<file path="src/sv/gbt_pkg.sv">
`timescale 1ns / 1ps
`default_nettype none
package gbt_pkg;
  localparam int MaxNodes = 32;
  localparam int MaxEdges = 256;
  localparam int NodeW = 5;
  localparam int EdgeW = 9;
  localparam int EaW = 8;
  localparam logic [EdgeW-1:0] EmptyMark = EdgeW'(MaxEdges);
  localparam logic [1:0] RegNodeCount = 2'd0;

  typedef enum logic [1:0] {
    CMD_CLEAR = 2'd0,
    CMD_ADD   = 2'd1,
    CMD_BFS   = 2'd2,
    CMD_DFS   = 2'd3
  } cmd_e;

  typedef enum logic [1:0] {
    ST_NODE  = 2'd0,
    ST_FULL  = 2'd1,
    ST_RANGE = 2'd2
  } status_e;

  typedef enum logic [3:0] {
    S_IDLE,
    S_BFS_POP,
    S_BFS_HEAD,
    S_BFS_EDGE,
    S_BFS_CHK,
    S_DFS_TOP,
    S_DFS_EDGE,
    S_DFS_CHK,
    S_DONE
  } state_e;

  typedef struct packed {
    logic       do_clear;
    logic       do_add;
    logic       err;
    logic [1:0] err_code;
    logic       init_bfs;
    logic       init_dfs;
    logic       bfs_pop;
    logic       bfs_head;
    logic       bfs_edge;
    logic       bfs_chk;
    logic       dfs_top;
    logic       dfs_edge;
    logic       dfs_chk;
    logic       flush;
  } ctl_t;

  typedef struct packed {
    logic q_empty;
    logic e_empty;
    logic sp_zero;
    logic full;
  } sts_t;
endpackage
`default_nettype wire

</file>
<file path="src/sv/gbt_ctrl.sv">
`timescale 1ns / 1ps
`default_nettype none
module gbt_ctrl import gbt_pkg::*; (
  input  wire logic       clk_i,
  input  wire logic       rst_ni,
  input  wire logic       start_i,
  input  wire logic [1:0] cmd_i,
  input  wire logic       range_err_i,
  input  sts_t            sts_i,
  output ctl_t            ctl_o,
  output logic            busy_o
);
  state_e state_q, state_d;
  logic go;
  assign go = start_i && (state_q == S_IDLE);
  assign busy_o = (state_q != S_IDLE);

  always_ff @(posedge clk_i or negedge rst_ni) begin
    if (!rst_ni) begin
      state_q <= S_IDLE;
    end else begin
      state_q <= state_d;
    end
  end

  always_comb begin
    state_d = state_q;
    unique case (state_q)
      S_IDLE: begin
        if (go && !range_err_i) begin
          if (cmd_i == CMD_BFS) state_d = S_BFS_POP;
          else if (cmd_i == CMD_DFS) state_d = S_DFS_TOP;
        end
      end
      S_BFS_POP:  state_d = sts_i.q_empty ? S_DONE : S_BFS_HEAD;
      S_BFS_HEAD: state_d = S_BFS_EDGE;
      S_BFS_EDGE: state_d = sts_i.e_empty ? S_BFS_POP : S_BFS_CHK;
      S_BFS_CHK:  state_d = S_BFS_EDGE;
      S_DFS_TOP:  state_d = sts_i.sp_zero ? S_DONE : S_DFS_EDGE;
      S_DFS_EDGE: state_d = S_DFS_CHK;
      S_DFS_CHK:  state_d = S_DFS_TOP;
      S_DONE:     state_d = S_IDLE;
      default:    state_d = S_IDLE;
    endcase
  end

  always_comb begin
    ctl_o = '0;
    unique case (state_q)
      S_IDLE: begin
        if (go) begin
          if (range_err_i && cmd_i != CMD_CLEAR) begin
            ctl_o.err = 1'b1;
            ctl_o.err_code = ST_RANGE;
          end else if (cmd_i == CMD_CLEAR) begin
            ctl_o.do_clear = 1'b1;
          end else if (cmd_i == CMD_ADD) begin
            if (sts_i.full) begin
              ctl_o.err = 1'b1;
              ctl_o.err_code = ST_FULL;
            end else begin
              ctl_o.do_add = 1'b1;
            end
          end else if (cmd_i == CMD_BFS) begin
            ctl_o.init_bfs = 1'b1;
          end else begin
            ctl_o.init_dfs = 1'b1;
          end
        end
      end
      S_BFS_POP:  ctl_o.bfs_pop = 1'b1;
      S_BFS_HEAD: ctl_o.bfs_head = 1'b1;
      S_BFS_EDGE: ctl_o.bfs_edge = 1'b1;
      S_BFS_CHK:  ctl_o.bfs_chk = 1'b1;
      S_DFS_TOP:  ctl_o.dfs_top = 1'b1;
      S_DFS_EDGE: ctl_o.dfs_edge = 1'b1;
      S_DFS_CHK:  ctl_o.dfs_chk = 1'b1;
      S_DONE:     ctl_o.flush = 1'b1;
      default:    ctl_o = '0;
    endcase
  end
endmodule
`default_nettype wire

</file>
<file path="config.mk">
export PLATFORM = sky130hd
export DESIGN_NAME = gbt_ctrl
export DESIGN_NICKNAME = d
export VERILOG_FILES = /design/src/sv/gbt_pkg.sv /design/src/sv/gbt_ctrl.sv
export SDC_FILE = /design/constraint.sdc
export NUM_CORES = 1
export LEC_CHECK = 0
export ABC_CLOCK_PERIOD_IN_PS = 1900
export BUFFER_PORTS_ARGS = -buffer_cell sky130_fd_sc_hd__buf_2
export CAP_MARGIN = 10
export CORE_AREA = 10 10 47 49
export CTS_CLUSTER_DIAMETER = 200
export CTS_CLUSTER_SIZE = 25
export DETAILED_ROUTE_END_ITERATION = 8
export DIE_AREA = 0 0 57 59
export SYNTH_ARGS = -nofsm -noshare
export SYNTH_HDL_FRONTEND = slang
export SYNTH_SLANG_ARGS = --single-unit
</file>
<file path="constraint.sdc">
create_clock -name clk_i -period 1.9 [get_ports clk_i]
set_input_delay 0.285 -clock clk_i [delete_from_list [all_inputs] [get_ports clk_i]]
set_output_delay 0.285 -clock clk_i [all_outputs]
set_load 0.01 [all_outputs]
</file>
# After elaboration in Yosys (flattened, before gate mapping)
# Cells that the tools add are included.
# W data, S select, Z words.
# op_classes
n_mux	28
n_eq_ne	13
n_reduce_logical	10
# op_table
cell	count
$pmux W4 S7	1
$mux W4	6
$eq A4 B3 Y1 const B	4
$mux W7	2
$mux W1	12
$mux W3	3
$eq A4 B2 Y1 const B	2
$mux W2	3
$mux W6	1
$eq A2 B2 Y1 const B	2
$eq A4 B1 Y1 const B	1
$eq A4 B4 Y1 const B	1
$logic_not A4 Y1	1
$reduce_bool A4 Y1	1
$logic_and A1 B1 Y1	3
$ne A3 B1 Y1 const B	1
$eq A2 B1 Y1 const B	1
$logic_not A2 Y1	1
$ne A2 B1 Y1 const B	1
$reduce_and A2 Y1	1
$reduce_bool A2 Y1	1
$reduce_or A2 Y1	1
$logic_not A1 Y1	1
# word_totals
ff_bits	4
out_inout_bits	16
word_cells	52

# Depth between registers and ports, before layout
# depth
ltp_word	7
depth_mapped	4

# Worst setup path after synthesis
# No wires, ideal clock.
# synth_timing
path_type	register -> output
start	register state_q[3]
end	output port ctl_o[9] (netlist bit)
arrival_ns	1.322
n_path_buf	1
setup_slack_ns	0.293
stages_incl_launch_ff	5
path_cell_list	dfrtp_1 -> buf_6 -> nor4_4 -> nand2_1 -> nor4_1
# synth_lines
item	line_no	rtl
start: declaration	gbt_ctrl.sv:13	state_e state_q, state_d;
start signal: assignment	gbt_ctrl.sv:22	state_q <= state_d;
end: declaration	gbt_ctrl.sv:10	output ctl_t ctl_o,

==> impl_summary.txt <==
----------------------------------------------------
[Synth]
  Number of flops mapped to enable cells by yosys ... 0
  Top FF cell, synth ... dfrtp_1
  Cell with the most instances after synthesis ... nor3_1
  Share of flip-flops with an asynchronous set or reset after synthesis ... 100%
  Post-synth top cells ... nor3_1 (8), nor2_1 (6), inv_1 (5), nand2_1 (5), dfrtp_1 (4)
  Fraction of synthesized cell area taken by the top area cell type ... 25.5%
  Post-synthesis cell count ... 52
  Largest cells by area after synthesis ... dfrtp_1 (25%), nor3_1 (10%), nor2_1 (5.7%), nor4_4 (5.4%), inv_1 (4.8%)
  Number of warnings printed during yosys synthesis ... 0
  Library cell with the largest summed area after synthesis ... dfrtp_1
  Total of flip-flops plus latches after synthesis ... 4
  Post-Syn Nets ... 62
  Share of the yosys chip area belonging to registers ... 25.5%
  Mean cell area of the mapped netlist ... 7.56 um^2
  Post-Synthesis Cell Area ... 393 um^2
  Yosys cell types ... 24

[Placement]
  Detail Placement HPWL ... 980 um
  Routability congestion estimate ... 0.696
  IO buf count ... 25
  Instance area after placement ... 524 um^2

[Timing]
  Upper clock frequency limit ... 544 MHz
  Worst clock skew ... 0.00431 ns
  Post-layout minimum cycle time ... 1.84 ns
  Worst slack on hold paths ... 0.350 ns
  RSZ-0062 raised after global routing ... yes
  Share of the cycle needed by the critical path after routing ... 96.7%
  Number of max-slew violations in the final report ... 0
  Final Hold Vio Count ... 0
  Slew HR ... 76.9%
  Count of final setup violators ... 0
  Actual transition at the worst max-transition pin ... 0.344 ns
  Sum Neg Setup Slack ... 0 ns

[Finish]
  Share of cells above drive strength 1 ... 48.1%
  End-of-flow core utilization ... 42.1%
  Sequential cell area in the final layout ... 103 um^2
  Register bank with the most flops ... state_q
  Leading registers by flop count ... state_q (4)
  Design area ... 591 um^2
  Largest register FFs ... 4
  Antenna cells ... 0
  Fill count ... 157
  NumNets Final ... 93
  Synth-to-layout area growth ... 50.3%
  Area taken by multi-input logic gates ... 262 um^2

[Pwr]
  Post-route total power ... 0.748 mW
  Switching Fraction ... 46.7%
  Share of total power in sequential cells ... 24.6%
  Internal Pwr Total ... 0.399 mW
  Worst VDD drop ... 0.615 mV
  Pleak ... 0.301 nW
  Combinational power share ... 61.5%
  Switching component of the power ... 0.349 mW
  Power per standard cell area ... 1270 nW/um^2
  Part of the power in the clock network ... 14.0%

[Clock network]
  CTS sink count ... 4
  Clock Path Buffers ... 2
  Number of CTS-inserted buffers ... 3
  Clock latency of the later-clocked register in the worst-skew pair ... 0.24 ns
  Clock root buffer ... clkbuf_4
  CTS tree ... done
  Clock slew seen by the registers of the worst setup and hold paths ... 0.03 ns
  H-tree levels ... 1

[Floorplan]
  Count of pins on the block boundary ... 26
  Initial standard-cell utilization of the core ... 28.0%
  Full die area ... 3360 um^2
  Width of the die ... 57 um
  Standard cell core area ... 1400 um^2
  Y dimension of the die ... 59 um
  Row count ... 14

[Critical path]
  Crit path required time ... 1.62 ns
  CP endpoint kind ... output port
  Largest fanout on the critical path ... 4
  Classification of the worst setup path ... reg -> out
  Cells along the critical path ... nor4_4 > nand4b_4 > nor3b_2 > buf_2
  Length in cells of the worst reg-to-reg path ... 4
  Worst path slowest cell ... dfrtp_2
  Flop-to-flop setup slack ... 0.54 ns
  Critical path launch point type ... flip-flop
  Highest cell delay on the worst timing path ... 0.43 ns
  Data arrival at the endpoint of the critical path ... 1.55 ns

[Routing]
  WL final ... 1.27 mm
  First-iteration detailed-routing DRC count ... 11
  Post-DR vias/cell ... 4.98
  Average routed wire per standard cell ... 13.1 um
  Detailed Routing Iterations Pass 1 ... 4
  Count of unresolved DRC violations after routing ... 0
  Via count of the routed design ... 483
  Antenna Nets Post-Route ... 0

[Global routing]
  Number of global-route vias before repair ... 504
  First-pass GRT wire length ... 2.09 mm
  GRT overflow ... 0
  GRT Resource Usage Total ... 7.57%
  Initial antenna violation count ... 0
  Pin count of the biggest net entering global routing ... 13

[Worst hold path]
  Number of stages on the worst hold path ... 3
  Worst Hold Class ... in -> reg

[Flow run]
  Number of max-cap violations ... 0

[Status]
  Result of the run ... finished, final reports clean

----------------------------------------------------
[placed cells by master (no fill, tap or decap), types with 2 or more instances in the layout]
cell type	netlist	final
buf_2	2	25
o21ai_0	2	2
a21oi_1	2	2
inv_1	5	5
a31oi_1	2	2
buf_4	1	4
nor2_1	6	6
nand2_1	5	4
clkbuf_4	0	3
nor4_1	2	2
dfrtp_2	0	2
dfrtp_1	4	2
nor3_1	8	7
[power groups by stage]
stage	registers [mW]	logic, mW	clock network (mW)
2_1_floorplan	0.136	0.340	0
3_3_place_gp	0.187	0.417	0
3_5_place_dp	0.188	0.418	0
4_1_cts	0.187	0.423	0.111
5_1_grt	0.191	0.521	0.118
6_report	0.184	0.460	0.104
[cell families after synthesis]
kind of cell           share of synthesized area, %
muxes                                          2.55
AOI/OAI and AO/OA                              12.7
buffers and inverters                          12.1
and+or+nand+nor                                47.1
DFF                                            25.5
[worst max-delay path, delay by kind of cell (launching register included)]
family                 cells  cell delay [ns]
buffers and inverters      1             0.15
flip-flops                 1             0.43
AND/OR/NAND/NOR            3             0.74
[per-layer routing]
layer | up-vias | part of all wire (%) | track usage (%)
met3 | 2 | 8.1 | 3.65
li1 | 246 | - | -
met2 | 18 | 49 | 12.2
met1 | 217 | 41 | 7.62
met4 | 0 | 1.8 | 5.03
met5 | - | 0 | 0
[worst paths after layout]
| kind | from | to |
|---|---|---|
| setup / recovery | state_q[3] | ctl_o[10] |
| hold / removal | sts_i[3] | state_q[1] |
| setup reg to reg | state_q[1] | state_q[1] |
| hold reg to reg | state_q[3] | state_q[1] |
| max in group asynchronous | rst_ni | state_q[3] |
| min in group asynchronous | rst_ni | state_q[0] |
[metrics by stage]
step,setup WS (ns),cells
4_1_cts,0.0217,95
3_3_place_gp,0.265,91
6_report,0.0627,97
3_5_place_dp,0.219,91
2_1_floorplan,0.293,52
5_1_grt,-0.0319,97
[what timing repair did]
action	CTS	global route
resized for setup	0	5
endpoints found under the hold margin	4	0
pin swaps	1	3
setup buffers	0	2
endpoints found under the setup margin	5	7
hold buffers	1	0
[cell type report]
class | count | share of cell area [%]
clock buffer | 3 | 3.81
tap | 16 | 3.39
multi-input combinational | 39 | 44.3
sequential | 4 | 17.4
inverter | 5 | 3.18
timing repair buffer | 30 | 28.0
Note: power is estimated with default switching activity, not from simulation.
